--- src/hdl/cci_pkg.sv ---
// Shared types and constants for the cubic curve interpolator.
// Holds payload structs, command codes and the datapath widths used by every stage.
// No dependencies.
`default_nettype none

package cci_pkg;

  // Coordinate format: signed Q(COORD_WIDTH-FRAC_BITS).FRAC_BITS
  localparam int COORD_WIDTH = 32;
  localparam int FRAC_BITS   = 16;

  // Basis factors reach 3*2^FRAC_BITS
  localparam int FACT_WIDTH  = FRAC_BITS + 2;
  // Exact weighted sum, weights scaled by 2^(3*FRAC_BITS), with headroom for four terms
  localparam int ACC_WIDTH   = COORD_WIDTH + 3 * FRAC_BITS + 3;
  // Sum after dropping 2*FRAC_BITS fraction bits
  localparam int QUOT_WIDTH  = ACC_WIDTH - 2 * FRAC_BITS;

  // factor prep, three multiplies, pair sum, total/round, saturate
  localparam int NUM_STAGES  = 7;
  localparam int NUM_TERMS   = 4;

  typedef enum logic [1:0] {
    CMD_LERP    = 2'd0,
    CMD_BEZIER  = 2'd1,
    CMD_HERMITE = 2'd2
  } cmd_e;

  typedef struct packed {
    logic [1:0]                    command;
    logic signed [COORD_WIDTH-1:0] point_a;
    logic signed [COORD_WIDTH-1:0] point_b;
    logic signed [COORD_WIDTH-1:0] point_c;
    logic signed [COORD_WIDTH-1:0] point_d;
    logic [FRAC_BITS:0]            blend;
  } cci_in_t;

  typedef struct packed {
    logic signed [COORD_WIDTH-1:0] value;
    logic                          clipped;
  } cci_out_t;

  // One weighted term: coordinate (possibly negated) times f1*f2*f3
  typedef struct packed {
    logic signed [COORD_WIDTH:0] coord;
    logic [FACT_WIDTH-1:0]       f1;
    logic [FACT_WIDTH-1:0]       f2;
    logic [FACT_WIDTH-1:0]       f3;
  } cci_term_t;

  typedef logic signed [ACC_WIDTH-1:0] acc_t;

endpackage

`default_nettype wire

--- src/hdl/cci_sum_round.sv ---
// Adds the four weighted terms, rounds to nearest (ties up) and saturates.
// Three register stages: pair sums, total with rounding, saturation into the result register.
// Depends on cci_pkg.
`default_nettype none

module cci_sum_round (
  input  wire logic                                clk,
  input  wire logic [2:0]                          ld,
  input  wire cci_pkg::acc_t [cci_pkg::NUM_TERMS-1:0] prod,
  output cci_pkg::cci_out_t                        result
);
  import cci_pkg::*;

  localparam logic signed [ACC_WIDTH-1:0] HALF =
    {{(ACC_WIDTH-2*FRAC_BITS){1'b0}}, 1'b1, {(2*FRAC_BITS-1){1'b0}}};
  localparam logic signed [QUOT_WIDTH-1:0] QMAX =
    {{(QUOT_WIDTH-COORD_WIDTH+1){1'b0}}, {(COORD_WIDTH-1){1'b1}}};
  localparam logic signed [QUOT_WIDTH-1:0] QMIN =
    {{(QUOT_WIDTH-COORD_WIDTH+1){1'b1}}, {(COORD_WIDTH-1){1'b0}}};

  logic signed [ACC_WIDTH-1:0]  s01;
  logic signed [ACC_WIDTH-1:0]  s23;
  logic signed [ACC_WIDTH-1:0]  total;
  logic signed [QUOT_WIDTH-1:0] quot;
  cci_out_t                     result_next;

  always_comb begin
    total = s01 + s23 + HALF;
    if (quot > QMAX) begin
      result_next.value   = {1'b0, {(COORD_WIDTH-1){1'b1}}};
      result_next.clipped = 1'b1;
    end else if (quot < QMIN) begin
      result_next.value   = {1'b1, {(COORD_WIDTH-1){1'b0}}};
      result_next.clipped = 1'b1;
    end else begin
      result_next.value   = quot[COORD_WIDTH-1:0];
      result_next.clipped = 1'b0;
    end
  end

  always_ff @(posedge clk) begin
    if (ld[0]) begin
      s01 <= $signed(prod[0]) + $signed(prod[1]);
      s23 <= $signed(prod[2]) + $signed(prod[3]);
    end
    if (ld[1]) begin
      // arithmetic drop of the 2*FRAC_BITS extra fraction bits
      quot <= total[ACC_WIDTH-1:2*FRAC_BITS];
    end
    if (ld[2]) begin
      result <= result_next;
    end
  end

endmodule

`default_nettype wire

--- config.mk ---
export PLATFORM = sky130hd
export DESIGN_NAME = cci_sum_round
export DESIGN_NICKNAME = d
export VERILOG_FILES = /design/src/hdl/cci_pkg.sv /design/src/hdl/cci_sum_round.sv
export SDC_FILE = /design/constraint.sdc
export NUM_CORES = 1
export LEC_CHECK = 0
export ABC_CLOCK_PERIOD_IN_PS = 5300
export BUFFER_PORTS_ARGS = -buffer_cell sky130_fd_sc_hd__buf_2
export CAP_MARGIN = 0
export CORE_UTILIZATION = 40
export DETAILED_ROUTE_END_ITERATION = 16
export GPL_ROUTABILITY_DRIVEN = 1
export PLACE_DENSITY = 0.71
export SETUP_SLACK_MARGIN = 0.15
export SYNTH_ARGS = -nofsm -noshare
export SYNTH_HDL_FRONTEND = slang
export SYNTH_SLANG_ARGS = --single-unit
--- constraint.sdc ---
create_clock -name clk -period 5.3 [get_ports clk]
set_clock_uncertainty 0.1 [all_clocks]
set_input_delay 0.265 -clock clk [delete_from_list [all_inputs] [get_ports clk]]
set_output_delay 0.265 -clock clk [all_outputs]
set_load 0.02 [all_outputs]
==> impl_metrics.json, run 1 <==
{
  "ys_ff_latch": 250,
  "numPortBuffers": 368,
  "met3_length_um": 5750,
  "critPathRequiredTime_ns": 5.51,
  "synth.area.top_cells": "edfxtp_1 (32%), ha_1 (17%), a21oi_1 (6.6%)",
  "clock_path_buffers": 3,
  "dieArea_um2": 59400,
  "tightestPinTransition_ns": 1.05,
  "nets": 3534,
  "initial_utilization_pct": 40.5,
  "slew_headroom_pct": 29.8,
  "grt_usage_pct": 23.7,
  "cap_violations": 0,
  "hold_viol_final": 0,
  "crit_fanout": 6,
  "insertion_delay_ns": 0.57,
  "grt_first_pass_wirelength_um": 111000,
  "rsz0062_at_grt": "false",
  "yosysSeqAreaShare_pct": 32.1,
  "max_freq_ghz": 0.255,
  "boundaryPins": 369,
  "drc": 0,
  "synth_common_cells": "ha_1 (325), a21oi_1 (307), nand2_1 (259)",
  "sw_frac_of_total_pct": 40.1,
  "dr_total_vias": 21191,
  "power_mw": 9.73,
  "period_share_pct": 74.1,
  "coreArea_um2": 57700,
  "synthFlopType": "edfxtp_1",
  "cp_slowest_cell": "o31ai_1",
  "p_seq_share_pct": 32.8,
  "setup_viol": 0,
  "p_sw_mw": 3.90,
  "clkPwrFrac_pct": 19.7,
  "powerDensity_nw_per_um2": 364,
  "cts_max_level": 1,
  "path_class": "register to register",
  "min_path_type": "input pin to register",
  "grt_pass1_vias": 19386,
  "stdcell_area_um2": 26800,
  "p_leak_nw": 11.7,
  "slew_violations": 0,
  "synth_fp_nets": 3232,
  "synth_edf_count": 250,
  "gp_congestion": 0.996,
  "dp_hpwl_um": 61200,
  "cts_buffers": 27,
  "overflow": 0,
  "wl_met1_um": 35200,
  "p_comb_share_pct": 47.5,
  "areaGrowthSynthToFinish_pct": 14.4,
  "setup-tns-final_ns": 0,
  "std_cell_rows": 88,
  "yosysUniqueCellTypes": 89,
  "grt_max_degree": 89,
  "yosysMostFrequentCell": "ha_1",
  "max_stage_delay_ns": 0.53,
  "tritoncts": "built",
  "highest_layer": "met4",
  "yosysWarnings": 0,
  "period_minus_slack_ns": 3.93,
  "synth_area_um2": 23400,
  "routedWlPerCell_um": 20.0,
  "die_w_um": 244,
  "peakVddDrop_uv": 253,
  "detail_route.first_pass.iterations": 6,
  "synth.top_cell.area_share_pct": 32.1,
  "p_int_mw": 5.83,
  "synthCells": 2569,
  "cp-end-kind": "register",
  "clk_pin_slew_ns": 0.06,
  "cts-root-buf": "clkbuf_16",
  "dpl_worst_slack_ns": 1.41,
  "wl_met2_um": 29800,
  "syn_area_per_cell_um2": 9.10,
  "setup_ws_ns": 1.37,
  "cts.sink_count": 250,
  "die_y_um": 244,
  "drtIter0Drc": 2047,
  "arrival_ns": 4.14,
  "wirelength_um": 73200,
  "async_flop_share_pct": 0,
  "antenna_found_initial": 5,
  "synth_top_cell_by_area": "edfxtp_1",
  "worstSetupStartpointType": "register",
  "layout-drive-gt1-share_pct": 16.2,
  "viasPerCell": 5.79,
  "drtAntennaViolNets": 0,
  "crit_chain": "ha_1 -> ha_1 -> o21ai_0 -> a221oi_1 -> nor2_1 -> o21ai_0 -> a31oi_1 -> o31ai_1 -> a21oi_1 -> o211ai_1 -> a41oi_1 -> xnor2_1",
  "outcome": "finished, final reports clean",
  "placed_cell_area_um2": 25800
}
worst max-delay path: cells and delay by family (launching register included):
kind                     cells  cell delay (ns)
AO/OA/AOI/OAI                8             2.39
adder cells (fa/ha/maj)      2             0.59
flip-flops                   1             0.38
XOR/XNOR                     1             0.15
AND/OR/NAND/NOR              1             0.08
flip-flops by register name, summed over array words and instances, names as in the netlist:
signal / flops
quot: 51
result: 33
s01: 83
s23: 83
cells in the final DEF (no fill, tap or decap), types with 6 or more instances in the layout:
master,instances
a31oi_1,26
and3_1,22
xnor2_1,130
a211oi_1,17
a211o_1,9
edfxtp_1,250
a221oi_1,10
o31ai_1,27
o21a_1,28
nor4_1,16
ha_1,325
a21oi_1,307
o21bai_1,45
a21o_1,131
dlygate4sd3_1,6
o211ai_1,19
xor2_1,80
buf_2,367
inv_1,77
o21ai_1,11
nand2_1,259
nand2b_1,25
or3_1,10
nor3_1,43
nand3_1,33
or2_2,11
and2_1,13
a21boi_0,12
and4_1,13
a221o_1,6
nand4_1,95
o21ai_0,147
nor2b_1,17
nor2_1,147
clkbuf_16,27
layout make-up:
cell class | count | area, um^2
clock buffer | 27 | 676
tap | 765 | 957
clock inverter | 22 | 221
inverter | 77 | 289
sequential | 250 | 7510
fill | 5603 | 30900
multi-input combinational | 2138 | 15200
timing repair buffer | 377 | 1930
antenna | 3 | 7.51
timing repair:
item | in CTS | in global routing
setup buffers | 0 | 0
resized for setup | 0 | 0
hold endpoints to repair | 3 | 0
hold buffers | 6 | 0
layer usage:
layer,vias up,track usage [%]
li1,10339,-
met1,9817,36.4
met2,907,33.8
met3,128,2.65
met4,0,8.42
met5,-,0
cell families after synthesis:
group	Yosys count	synth area share [%]
flops	250	32.1
xor+xnor	210	7.87
fa+ha+maj	327	17.6
simple gates	724	15.1
mux	1	0.0428
buf+inv	181	3.08
compound gates	876	24.3
final timing paths:
path	slack [ns]	startpoint	endpoint	cells after the start
worst min register to register	0.38	quot[50]	result[32]	0
worst max register to register	1.37	s01[4]	quot[45]	12
worst min-delay path	0.04	prod[248]	s23[82]	3
worst max-delay path	1.37	s01[4]	quot[45]	12
per-stage QoR:
step	std cells	util (%)	hold WS [ns]
after global placement	3601	44.7	0.368
final	3659	46.4	0.0397
after floorplan	2569	-	0.277
after CTS	3656	46.4	0.0142
after detailed placement	3601	44.7	0.363
after global routing	3657	46.4	0.0523
power by group through the flow:
| stage | Clock [mW] | Combinational [mW] | Sequential (mW) |
|---|---|---|---|
| finish | 1.91 | 4.63 | 3.19 |
| CTS | 1.97 | 4.56 | 3.19 |
| global placement | 0 | 4.50 | 3.21 |
| global route | 2.02 | 5.10 | 3.23 |
| floorplan | 0 | 3.21 | 3.21 |
| detailed placement | 0 | 4.51 | 3.22 |
Note: power is estimated with default switching activity, not from simulation.
==> run 2: changes to the inputs <==
--- a/config.mk
+++ b/config.mk
@@ -5,13 +5,13 @@
 export SDC_FILE = /design/constraint.sdc
 export NUM_CORES = 1
 export LEC_CHECK = 0
-export ABC_CLOCK_PERIOD_IN_PS = 5300
+export ABC_CLOCK_PERIOD_IN_PS = 3600
 export BUFFER_PORTS_ARGS = -buffer_cell sky130_fd_sc_hd__buf_2
 export CAP_MARGIN = 0
 export CORE_UTILIZATION = 40
 export DETAILED_ROUTE_END_ITERATION = 16
 export GPL_ROUTABILITY_DRIVEN = 1
-export PLACE_DENSITY = 0.71
+export PLACE_DENSITY = 0.73
 export SETUP_SLACK_MARGIN = 0.15
 export SYNTH_ARGS = -nofsm -noshare
 export SYNTH_HDL_FRONTEND = slang
==> constraint.sdc (replaced) <==
create_clock -name clk -period 3.6 [get_ports clk]
set_clock_uncertainty 0.1 [all_clocks]
set_input_delay 0.18 -clock clk [delete_from_list [all_inputs] [get_ports clk]]
set_output_delay 0.18 -clock clk [all_outputs]
set_load 0.02 [all_outputs]
==> impl_metrics.json, run 2 (same netlist as run 1, synthesis figures left out) <==
{
  "dp_hpwl_um": 62700,
  "stdcell_area_um2": 28800,
  "overflow": 0,
  "setup_viol": 0,
  "critPathCapture": "quot[45]",
  "period_minus_slack_ns": 3.46,
  "min_path_type": "input pin to register",
  "rr_endpoint": "quot[45]",
  "dr_total_vias": 22018,
  "insertion_delay_ns": 0.59,
  "drtAntennaViolNets": 0,
  "wirelength_um": 76900,
  "detail_route.first_pass.iterations": 5,
  "final_common_cell": "buf_2",
  "antenna_found_initial": 3,
  "setup_ws_ns": 0.137,
  "critPathRequiredTime_ns": 3.82,
  "initial_utilization_pct": 40.5,
  "layout-drive-gt1-share_pct": 23.3,
  "dpl_worst_slack_ns": -0.120,
  "tritoncts": "built",
  "routedWlPerCell_um": 20.2,
  "largestRegisters": "s01 x83, s23 x83, quot x51",
  "period_share_pct": 96.2,
  "boundaryPins": 369,
  "outcome": "finished, final reports clean",
  "rsz0062_at_grt": "true",
  "clk_pin_slew_ns": 0.06,
  "crit_start": "s01[26]",
  "die_y_um": 244,
  "cap_violations": 0,
  "cts-root-buf": "clkbuf_16",
  "r2r_start": "s01[26]",
  "cts_buffers": 28,
  "slew_headroom_pct": 36.8,
  "std_cell_rows": 88,
  "coreArea_um2": 57700,
  "dieArea_um2": 59400,
  "grt_usage_pct": 24.3,
  "gp_congestion": 1.02,
  "cts.sink_count": 250,
  "max_freq_ghz": 0.289,
  "areaGrowthSynthToFinish_pct": 23.1,
  "crit_fanout": 5,
  "slew_violations": 0,
  "cts_max_level": 1,
  "hold_viol_final": 0,
  "arrival_ns": 3.69,
  "drtIter0Drc": 1993,
  "clock_path_buffers": 3,
  "p_leak_nw": 12.4,
  "viasPerCell": 5.79,
  "grt_max_degree": 95,
  "worstRegToRegCells": 13,
  "tightestPinTransition_ns": 0.948,
  "grt_first_pass_wirelength_um": 114000,
  "die_w_um": 244,
  "drc": 0,
  "final_cell_mix": "buf_2 (367), a21oi_1 (291), ha_1 (288), nand2_1 (258), edfxtp_1 (250)",
  "grt_pass1_vias": 20173,
  "placed_cell_area_um2": 26700,
  "path_class": "register to register",
  "worstSetupStartpointType": "register",
  "cp-end-kind": "register",
  "powerDensity_nw_per_um2": 545,
  "rrSetupSlack_ns": 0.14,
  "peakVddDrop_uv": 408,
  "numPortBuffers": 368,
  "nets": 3680,
  "hold_slack_ns": 0.0264
}
==> run 2: repair_timing <==
item	CTS	global route
pin swaps	7	52
hold buffers	13	0
setup endpoints to repair	22	49
buffers inserted	4	11
endpoints found under the hold margin	20	0
gates resized for setup	28	107
==> run 2: power breakdown <==
part / internal [mW] / switching [mW] / total, mW
Sequential: 4.34 / 0.373 / 4.71
Combinational: 3.35 / 4.60 / 7.96
Clock: 1.74 / 1.28 / 3.02
Total: 9.43 / 6.26 / 15.7
==> run 2: metal layers <==
metal | up-vias | wire length, um | track usage, %
li1 | 10626 | - | -
met1 | 10305 | 36400 | 37.1
met2 | 953 | 32100 | 35.5
met3 | 134 | 5920 | 2.32
met4 | 0 | 2450 | 7.70
met5 | - | 0 | 0
==> run 2: critical path, stage by stage, from the launching register on <==
cell and delay (ns):
edfxtp_1 0.45, ha_4 0.29, ha_4 0.31, and3_4 0.20
nand4_1 0.20, nor3_4 0.23, a221o_1 0.24, a31oi_4 0.06
o31ai_4 0.31, a21oi_2 0.10, buf_6 0.14, o211ai_1 0.27
a41oi_2 0.17, xnor2_1 0.15
==> run 2: through the flow <==
step	total power, mW	setup TNS (ns)	cells	util [%]
floorplan	9.46	0	2569	-
global placement	11.7	-0.238	3724	46.3
detailed placement	11.7	-0.650	3724	46.3
CTS	15.0	0	3793	48.6
global route	16.6	-0.140	3804	49.9
finish	15.7	0	3806	49.9
==> run 2: area by class of cell <==
| class | instances | area [um^2] |
|---|---|---|
| antenna | 2 | 5.00 |
| clock buffer | 29 | 704 |
| clock inverter | 23 | 263 |
| fill | 5423 | 28900 |
| inverter | 77 | 289 |
| multi-input combinational | 2138 | 16000 |
| sequential | 250 | 7510 |
| tap | 765 | 957 |
| timing repair buffer | 522 | 3050 |
==> run 2: worst min-delay path by stage <==
| stage | end | cells after the start | slack [ns] | from |
|---|---|---|---|---|
| 2_1_floorplan | quot[0] | 0 | 0.19 | ld[1] |
| 3_3_place_gp | s01[0] | 2 | 0.38 | prod[83] |
| 3_5_place_dp | s01[0] | 2 | 0.39 | prod[83] |
| 4_1_cts | s01[80] | 3 | 0.001 | prod[163] |
| 5_1_grt | s01[80] | 3 | 0.03 | prod[163] |
| 6_report | s01[2] | 3 | 0.03 | prod[85] |
