File: config.mk
export PLATFORM = sky130hd
export DESIGN_NAME = cci_weights
export DESIGN_NICKNAME = d
export VERILOG_FILES = /design/src/hdl/cci_pkg.sv /design/src/hdl/cci_weights.sv
export SDC_FILE = /design/constraint.sdc
export NUM_CORES = 1
export LEC_CHECK = 0
export BUFFER_PORTS_ARGS = -buffer_cell sky130_fd_sc_hd__buf_2
export CAP_MARGIN = 20
export CORE_AREA = 2 2 193 195
export DETAILED_ROUTE_END_ITERATION = 12
export DIE_AREA = 0 0 195 197
export PLACE_DENSITY = 0.65
export SLEW_MARGIN = 5
export SYNTH_ARGS = -nofsm -noshare
export SYNTH_HDL_FRONTEND = slang
export SYNTH_SLANG_ARGS = --single-unit
export TNS_END_PERCENT = 50
File: constraint.sdc
create_clock -name clk -period 4.1 [get_ports clk]
set_input_delay 0.615 -clock clk [delete_from_list [all_inputs] [get_ports clk]]
set_output_delay 0.615 -clock clk [all_outputs]
set_load 0.01 [all_outputs]
File: src/hdl/cci_pkg.sv
// Shared types and constants for the cubic curve interpolator.
// Holds payload structs, command codes and the datapath widths used by every stage.
// No dependencies.
`default_nettype none

package cci_pkg;

  // Coordinate format: signed Q(COORD_WIDTH-FRAC_BITS).FRAC_BITS
  localparam int COORD_WIDTH = 32;
  localparam int FRAC_BITS   = 16;

  // Basis factors reach 3*2^FRAC_BITS
  localparam int FACT_WIDTH  = FRAC_BITS + 2;
  // Exact weighted sum, weights scaled by 2^(3*FRAC_BITS), with headroom for four terms
  localparam int ACC_WIDTH   = COORD_WIDTH + 3 * FRAC_BITS + 3;
  // Sum after dropping 2*FRAC_BITS fraction bits
  localparam int QUOT_WIDTH  = ACC_WIDTH - 2 * FRAC_BITS;

  // factor prep, three multiplies, pair sum, total/round, saturate
  localparam int NUM_STAGES  = 7;
  localparam int NUM_TERMS   = 4;

  typedef enum logic [1:0] {
    CMD_LERP    = 2'd0,
    CMD_BEZIER  = 2'd1,
    CMD_HERMITE = 2'd2
  } cmd_e;

  typedef struct packed {
    logic [1:0]                    command;
    logic signed [COORD_WIDTH-1:0] point_a;
    logic signed [COORD_WIDTH-1:0] point_b;
    logic signed [COORD_WIDTH-1:0] point_c;
    logic signed [COORD_WIDTH-1:0] point_d;
    logic [FRAC_BITS:0]            blend;
  } cci_in_t;

  typedef struct packed {
    logic signed [COORD_WIDTH-1:0] value;
    logic                          clipped;
  } cci_out_t;

  // One weighted term: coordinate (possibly negated) times f1*f2*f3
  typedef struct packed {
    logic signed [COORD_WIDTH:0] coord;
    logic [FACT_WIDTH-1:0]       f1;
    logic [FACT_WIDTH-1:0]       f2;
    logic [FACT_WIDTH-1:0]       f3;
  } cci_term_t;

  typedef logic signed [ACC_WIDTH-1:0] acc_t;

endpackage

`default_nettype wire

File: src/hdl/cci_weights.sv
// First pipeline stage: clamps t, forms U = 1 - t and the three basis factors per term.
// Depends on cci_pkg.
`default_nettype none

module cci_weights (
  input  wire logic                            clk,
  input  wire logic                            ld,
  input  wire cci_pkg::cci_in_t                item,
  output cci_pkg::cci_term_t [cci_pkg::NUM_TERMS-1:0] terms
);
  import cci_pkg::*;

  localparam logic [FACT_WIDTH-1:0] ONE = {2'b01, {FRAC_BITS{1'b0}}};

  logic [FACT_WIDTH-1:0] t;
  logic [FACT_WIDTH-1:0] u;
  logic [FACT_WIDTH-1:0] t3;
  logic [FACT_WIDTH-1:0] one_2t;
  logic [FACT_WIDTH-1:0] three_2t;
  logic signed [COORD_WIDTH:0] ca;
  logic signed [COORD_WIDTH:0] cb;
  logic signed [COORD_WIDTH:0] cc;
  logic signed [COORD_WIDTH:0] cd;
  cci_term_t [NUM_TERMS-1:0] terms_next;

  always_comb begin
    if ({1'b0, item.blend} > ONE) begin
      t = ONE;
    end else begin
      t = {1'b0, item.blend};
    end
    u        = ONE - t;
    t3       = t + (t << 1);
    one_2t   = ONE + (t << 1);
    three_2t = ONE + (ONE << 1) - (t << 1);

    ca = {item.point_a[COORD_WIDTH-1], item.point_a};
    cb = {item.point_b[COORD_WIDTH-1], item.point_b};
    cc = {item.point_c[COORD_WIDTH-1], item.point_c};
    cd = {item.point_d[COORD_WIDTH-1], item.point_d};

    // zero factors give a zero term; the unused command ends up as zero overall
    terms_next[0] = '{coord: ca, f1: '0, f2: '0, f3: '0};
    terms_next[1] = '{coord: cb, f1: '0, f2: '0, f3: '0};
    terms_next[2] = '{coord: cc, f1: '0, f2: '0, f3: '0};
    terms_next[3] = '{coord: cd, f1: '0, f2: '0, f3: '0};

    case (item.command)
      CMD_LERP: begin
        terms_next[0] = '{coord: ca, f1: u, f2: ONE, f3: ONE};
        terms_next[1] = '{coord: cb, f1: t, f2: ONE, f3: ONE};
      end
      CMD_BEZIER: begin
        terms_next[0] = '{coord: ca, f1: u,  f2: u, f3: u};
        terms_next[1] = '{coord: cb, f1: t3, f2: u, f3: u};
        terms_next[2] = '{coord: cc, f1: t3, f2: t, f3: u};
        terms_next[3] = '{coord: cd, f1: t,  f2: t, f3: t};
      end
      CMD_HERMITE: begin
        terms_next[0] = '{coord: ca, f1: u, f2: u, f3: one_2t};
        terms_next[1] = '{coord: cb, f1: t, f2: u, f3: u};
        // in-tangent weight is negative
        terms_next[2] = '{coord: -cc, f1: t, f2: t, f3: u};
        terms_next[3] = '{coord: cd, f1: t, f2: t, f3: three_2t};
      end
      default: begin
      end
    endcase
  end

  always_ff @(posedge clk) begin
    if (ld) begin
      terms <= terms_next;
    end
  end

endmodule

`default_nettype wire

==> results summary, run 1 <==
The flow ran to the end, and the final reports show no timing, DRC or antenna violations. The overall routed net length is 40600 um. In this run the cell area of the synthesized design comes to 12300 sq um. In this design, the largest share of critical-path delay is due to compound AO/OA/AOI/OAI gates. More flip-flops sit in one register than any other, and that register is terms. Hold repair after CTS inserted 0 buffers. The endpoint arrival time on the critical path came out at 3.78 ns. The most numerous cell type found on the critical path is sky130_fd_sc_hd__nand2_1. The number of nets with antenna violations after routing came out at 0. After layout, the minimum clock period comes to 3.51 ns.

The die covers 38400 sq um. For the worst setup path, the data required time is 4.38 ns. The relative max-transition margin came out at 43.3%.

The biggest area contributor in the post-synthesis netlist is sky130_fd_sc_hd__edfxtp_1. The final worst setup slack came out at 0.593 ns. The share of final-layout standard cells stronger than drive strength 1 is 41.6%. STA classifies the critical path startpoint as an input pin. The die boundary height is 197 um. The total power divided by cell area is 456 nW/um^2. The number of pins with negative max-slew slack in the final report came out at 0. By area the synthesized netlist is led by sky130_fd_sc_hd__edfxtp_1 (66%), sky130_fd_sc_hd__buf_4 (4.9%), sky130_fd_sc_hd__ha_1 (3.6%), sky130_fd_sc_hd__nor2_1 (3.3%), sky130_fd_sc_hd__nand2_1 (2.6%). For this run, the post-layout net count is 1609. The number of distinct library cells after synthesis came out at 61.

The signal on the critical path passes through buf_2 > nor4_1 > buf_4 > nand4_1 > nand2_1 > nand2_1 > ha_1 > and3_1 > a22oi_1 > o311ai_1 > a31oi_1 > o41ai_1 > xor2_1 > o22ai_1. The final weighted congestion in routability-driven placement came out at 0.870. After routing, the total negative slack on setup checks comes to 0 ns. The number of cells on the critical path is 14. The count of flip-flops with a built-in enable after synthesis is 269. The half-perimeter wire length after detailed placement is 30300 um.

The detailed-route wire length per cell is 21.2 um. The total placed instance area came out at 15000 sq um. The number of detailed-route iterations in the first pass is 6. Counting both buffers and inverters, the worst setup path holds a total of 2.

The effective utilization at floorplan came out at 33.9%. The number of buffers on the longest clock path came out at 3. The worst setup path is of the in2reg kind. The clock drives 269 sinks. The global-route wire length before repair is 58100 um. The number of levels the H-tree was split into is 1. The leading cell type in the layout, fill and taps excluded is sky130_fd_sc_hd__buf_2.

The total count of hold-check failures in the final report is 0. The largest fanout of any net on the critical path is 6. The signed area change from the synthesized netlist to the final layout came out at 30.3%. The DRC violations left is 0. The register area share after synthesis came out at 65.8%. The number of port buffers is 493. The kind of capture point of the worst setup path is a register.

The post-CTS resize count came out at 0. Summing over every cut layer, the via total after detailed routing is 9569. The core region is 36300 sq um. After clock tree synthesis, the setup repair step added 0 buffers. The end point of the critical path is terms[139]$_DFFE_PP_.

The register clock-pin slew on the reported worst setup and hold paths is 0.06 ns. The worst min-delay path category is in2reg. Based on the critical path, the design can be clocked at up to 0.285 GHz.

The largest individual stage delay along the critical path comes from the cell sky130_fd_sc_hd__o41ai_1. The post-synthesis register bit count came out at 269. The TritonCTS buffer count is 30. The pin count of the biggest net entering global routing is 106. For the pin with the worst max-slew slack, the measured transition is 0.850 ns. The worst setup path startpoint is item[5]. The initial antenna violation count came to 9. The delay of the slowest cell on the worst path came out at 0.46 ns. The worst slack after detailed placement came out at 0.0630 ns. The register with the most flip-flops in the layout has 269 of them. The via density per instance is 4.99.

The most used flip-flop cell after synthesis is sky130_fd_sc_hd__edfxtp_1. The library cells used most frequently in the layout, excluding fill and tap cells, are sky130_fd_sc_hd__buf_2 (492), sky130_fd_sc_hd__edfxtp_1 (269), sky130_fd_sc_hd__nor2_1 (107). 497 I/O pins were placed. The average cell area after synthesis came out at 12.6 sq um. The number of global-route vias before repair is 9111. The async set or reset register ratio after synthesis came out at 0%.

The largest registers in the layout are terms x269. Of the available clock period, the critical path in the final layout requires 85.5%. The antenna cell count is 0. The maximum ir drop on the vdd rail is 248 uV. Setup repair after global routing left no endpoint under its margin. The combined global-route utilization of all metal layers is 20.2%. The synthesized instance count is 973. The final global-route overflow total came out at 0. The leakage power summed over all cells is 0.00667 uW. The number of standard-cell rows in the floorplan is 70. The number of max-cap violations came out at 0.

The area share of the largest cell type after synthesis came out at 65.8%. The horizontal die dimension is 195 um. The cell sitting at the root of the clock tree is a sky130_fd_sc_hd__clkbuf_16. The final setup violation count is 0. TritonCTS built the clock tree. Once layout is done, the placed cells without fillers occupy 16000 sq um.

The DRC marker count from the first detailed-route iteration is 760. The count of synthesis-stage warnings from yosys came out at 0.
## final cells by class
| cell class | count | area (sq um) |
|---|---|---|
| Tap cell | 468 | 586 |
| Fill cell | 3401 | 20300 |
| Timing Repair Buffer | 534 | 2820 |
| Clock buffer | 33 | 783 |
| Inverter | 34 | 128 |
| Multi-Input combinational cell | 555 | 3350 |
| Clock inverter | 23 | 249 |
| Sequential cell | 269 | 8080 |
## power by group
group          switching (uW)  internal (uW)
registers                89.3           3310
logic                     697            401
clock network            1160           1650
total                    1940           5360
## Yosys cell counts (15+ instances only)
master and instances:
sky130_fd_sc_hd__nor3_1 17, sky130_fd_sc_hd__nand2_1 84, sky130_fd_sc_hd__a21oi_1 25, sky130_fd_sc_hd__edfxtp_1 269, sky130_fd_sc_hd__nor2_1 108, sky130_fd_sc_hd__o31ai_1 15, sky130_fd_sc_hd__buf_4 80, sky130_fd_sc_hd__o22ai_1 27
sky130_fd_sc_hd__o21ai_0 59, sky130_fd_sc_hd__inv_1 31, sky130_fd_sc_hd__clkbuf_1 33, sky130_fd_sc_hd__ha_1 35, sky130_fd_sc_hd__xnor2_1 15
## routing by layer
| layer | GRT usage, % | up-vias | share of wire (%) |
|---|---|---|---|
| met5 | 0 | - | 0.17 |
| li1 | - | 4409 | - |
| met2 | 35.6 | 452 | 51 |
| met3 | 4.93 | 57 | 7.9 |
| met4 | 5.26 | 10 | 2.0 |
| met1 | 24.8 | 4641 | 39 |
## kinds of logic (layout without fill, tap and decap cells)
family	Yosys count	in the layout	synth area share (%)
and+or+nand+nor	294	294	11.4
DFF	269	269	65.8
AOI/OAI and AO/OA	195	195	10.0
buffers and inverters	151	624	7.06
adders and majority gates	36	36	3.73
xor gates and xnor gates	22	22	1.57
muxes	5	5	0.408
other	1	3	0.0305
## worst min path at each step
stage,from,end,slack [ns],depth (start not counted)
after floorplan,item[81],terms[141]$_DFFE_PP_,0.71,0
after global placement,item[96],terms[156]$_DFFE_PP_,0.79,1
after detailed placement,item[18],terms[316]$_DFFE_PP_,0.79,1
after CTS,item[30],terms[328]$_DFFE_PP_,0.19,1
after global routing,item[30],terms[328]$_DFFE_PP_,0.18,1
final,item[125],terms[66]$_DFFE_PP_,0.22,1
## stage by stage
step	std cells	power (uW)	hold WS, ns	util, %
after floorplan	975	3990	0.714	-
after detailed placement	1860	4560	0.793	41.3
after global placement	1859	4540	0.792	41.2
after global routing	1916	7580	0.180	44.1
after CTS	1916	7370	0.191	44.1
final	1916	7300	0.215	44.1
Power figures use the tool's default switching activity.
==> run 2: changes to the inputs <==
Clock period 4.1 ns to 4.3 ns, I/O delays scaled along.
==> results summary, run 2 (synthesis results as in run 1) <==
Data on the critical path arrives at its endpoint at 3.84 ns. The final setup violation count came out at 0. In the layout the commonest cells are sky130_fd_sc_hd__buf_2 (492), sky130_fd_sc_hd__edfxtp_1 (269), sky130_fd_sc_hd__nor2_1 (107). The count of cells in the finished layout, fillers not included, comes to 1902.

The number of levels the H-tree was split into came out at 1. The number of pins with negative max-slew slack in the final report is 0. The number of standard-cell rows in the floorplan is 70. The first global-routing pass estimated 57400 um of wire. For this run, global-route usage on met2 was measured as 35.4%. The final weighted congestion in routability-driven placement came out at 0.859. The number of max-cap violations came out at 0.

CTS placed an instance of sky130_fd_sc_hd__clkbuf_16 at the clock tree root. The multi-input gate area in the final layout is 3350 sq um. Setup repair after global routing left no endpoint under its margin. The die covers 38400 sq um. The clock tree from TritonCTS is done. The leakage power summed over all cells is 0.00663 uW.

At the pin with the least slew margin, the transition time is 1.03 ns. The via density per instance came out at 5.01. The die is 197 um tall.

The leading cell type in the layout, fill and taps excluded is sky130_fd_sc_hd__buf_2. Tracing the worst setup path back leads to its startpoint at item[5]. The post-CTS setup buffer count came out at 0. The TritonCTS buffer count came out at 29. Global routing used 19.8% of the available tracks. In this run the most used layer during global routing was met2. The relative max-transition margin came out at 31.3%.

The kind of launch point of the worst setup path is an input pin. The DRC violations left came out at 0. The required time of the critical path came out at 4.57 ns. The number of clock sinks seen by CTS is 269. The number of buffers on the longest clock path is 3. The half-perimeter wire length after detailed placement is 29500 um. The final worst setup slack came out at 0.729 ns.

The initial antenna violation count came out at 9. The number of global-route vias before repair is 9184. The count of nets left with antenna violations once routing finished came out at 0.

Following the worst setup path forward leads to its endpoint at terms[139]$_DFFE_PP_. The critical path is of the in2reg type. The worst slack after detailed placement is 0.220 ns.

Measured on the finished design, the core utilization comes to 44.0%. The DRC marker count from the first detailed-route iteration came out at 738. Before antenna repair, the detailed router went through 5 iterations.

The initial utilization of the core area, before any placement, comes to 33.9%. The minimum hold slack is 0.264 ns. The final global-route overflow total came out at 0.

The worst setup path is captured at a register. The horizontal die dimension came out at 195 um. The overall routed net length is 40000 um. The quantity of hold-fixing buffers added after cts is 0. The sum of negative setup slack came out at 0 ns. The detailed-route wire length per cell came out at 21.0 um. The worst-case IR drop observed on VDD is 223 uV. The number of port buffers came out at 493. The total count of hold-check failures in the final report came to 0. The total power divided by cell area is 441 nW/um^2. After clock tree synthesis, the clock-pin slew on the worst setup and hold paths is 0.07 ns. The share of final-layout standard cells stronger than drive strength 1 came out at 41.0%. In the final layout, the registers with the most flip-flops are terms x269. The area of the placeable core came out at 36300 sq um. The signed area change from the synthesized netlist to the final layout came out at 29.9%. The number of fill cells in the layout came out at 3367. The largest fanout of any net on the critical path came out at 6. More flip-flops sit in one register than any other, and that register is terms.

The pin count of the biggest net entering global routing came out at 117. The top-level I/O count is 497. The run finished with clean final reports. The final layout net count came out at 1597. Dividing the final minimum period by the clock period gives 83.0%. The worst min-delay path category is in2reg. For met1 alone, demand over resource in global routing was 23.5%.

The shortest clock period the worst path allows after layout is 3.57 ns. The flip-flop count of the largest register, all copies and words added came out at 269. The met3 demand-to-capacity share in global routing came out at 5.77%. The cell count after placement is 1849. The total vias in the final route is 9531.

Timing would allow up to 0.280 GHz. Across the whole layout, storage elements account for 8080 sq um. The number of cells traversed by the worst hold path is 1. The post-CTS resize count is 0.
run 2: cell count changes in the layout (fill, tap and decap cells not counted), sizes merged:
cell    change
clkbuf      -2
clkinv      -1
bufinv      +4
buf        -11
diode       +1
inv         -5
run 2: metal layers:
| metal | routed length, um | up-vias | part of all wire, % |
|---|---|---|---|
| met2 | 20300 | 442 | 51 |
| met3 | 3480 | 64 | 8.7 |
| li1 | - | 4383 | - |
| met1 | 15300 | 4628 | 38 |
| met5 | 97 | - | 0.24 |
| met4 | 788 | 14 | 2.0 |
run 2: worst min path at each step:
stage | from | to | slack, ns
after global placement | item[91] | terms[151]$_DFFE_PP_ | 0.82
after CTS | item[113] | terms[54]$_DFFE_PP_ | 0.23
after detailed placement | item[113] | terms[54]$_DFFE_PP_ | 0.82
after floorplan | item[81] | terms[141]$_DFFE_PP_ | 0.74
after global routing | item[23] | terms[321]$_DFFE_PP_ | 0.25
final | item[122] | terms[63]$_DFFE_PP_ | 0.26
run 2: area by class of cell:
| class | instances | area share, % |
|---|---|---|
| antenna | 1 | 0.0157 |
| clock buffer | 31 | 4.60 |
| clock inverter | 21 | 1.98 |
| inverter | 34 | 0.800 |
| multi-input combinational | 555 | 21.0 |
| sequential | 269 | 50.7 |
| tap | 468 | 3.67 |
| timing repair buffer | 523 | 17.2 |
run 2: per-stage QoR:
| step | area, sq um | power, uW |
|---|---|---|
| 2_1_floorplan | 12300 | 3810 |
| 3_3_place_gp | 14900 | 4320 |
| 3_5_place_dp | 14900 | 4330 |
| 4_1_cts | 15900 | 7100 |
| 5_1_grt | 15900 | 7270 |
| 6_report | 15900 | 7030 |
run 2: critical path, cell delays in order:
cell	delay (ns)
sky130_fd_sc_hd__buf_2	0.13
sky130_fd_sc_hd__nor4_1	0.29
sky130_fd_sc_hd__buf_4	0.17
sky130_fd_sc_hd__nand4_1	0.14
sky130_fd_sc_hd__nand2_1	0.18
sky130_fd_sc_hd__nand2_1	0.18
sky130_fd_sc_hd__ha_1	0.39
sky130_fd_sc_hd__and3_1	0.17
sky130_fd_sc_hd__a22oi_1	0.11
sky130_fd_sc_hd__o311ai_1	0.41
sky130_fd_sc_hd__a31oi_1	0.22
sky130_fd_sc_hd__o41ai_1	0.48
sky130_fd_sc_hd__xor2_1	0.22
sky130_fd_sc_hd__o22ai_1	0.10
run 2: where the power goes:
part	internal (uW)	switching (uW)	total [uW]	leakage, uW
Clock	1710	1040	2750	0.000505
Combinational	378	663	1040	0.00352
Sequential	3150	79.7	3230	0.00260
Total	5240	1790	7030	0.00663
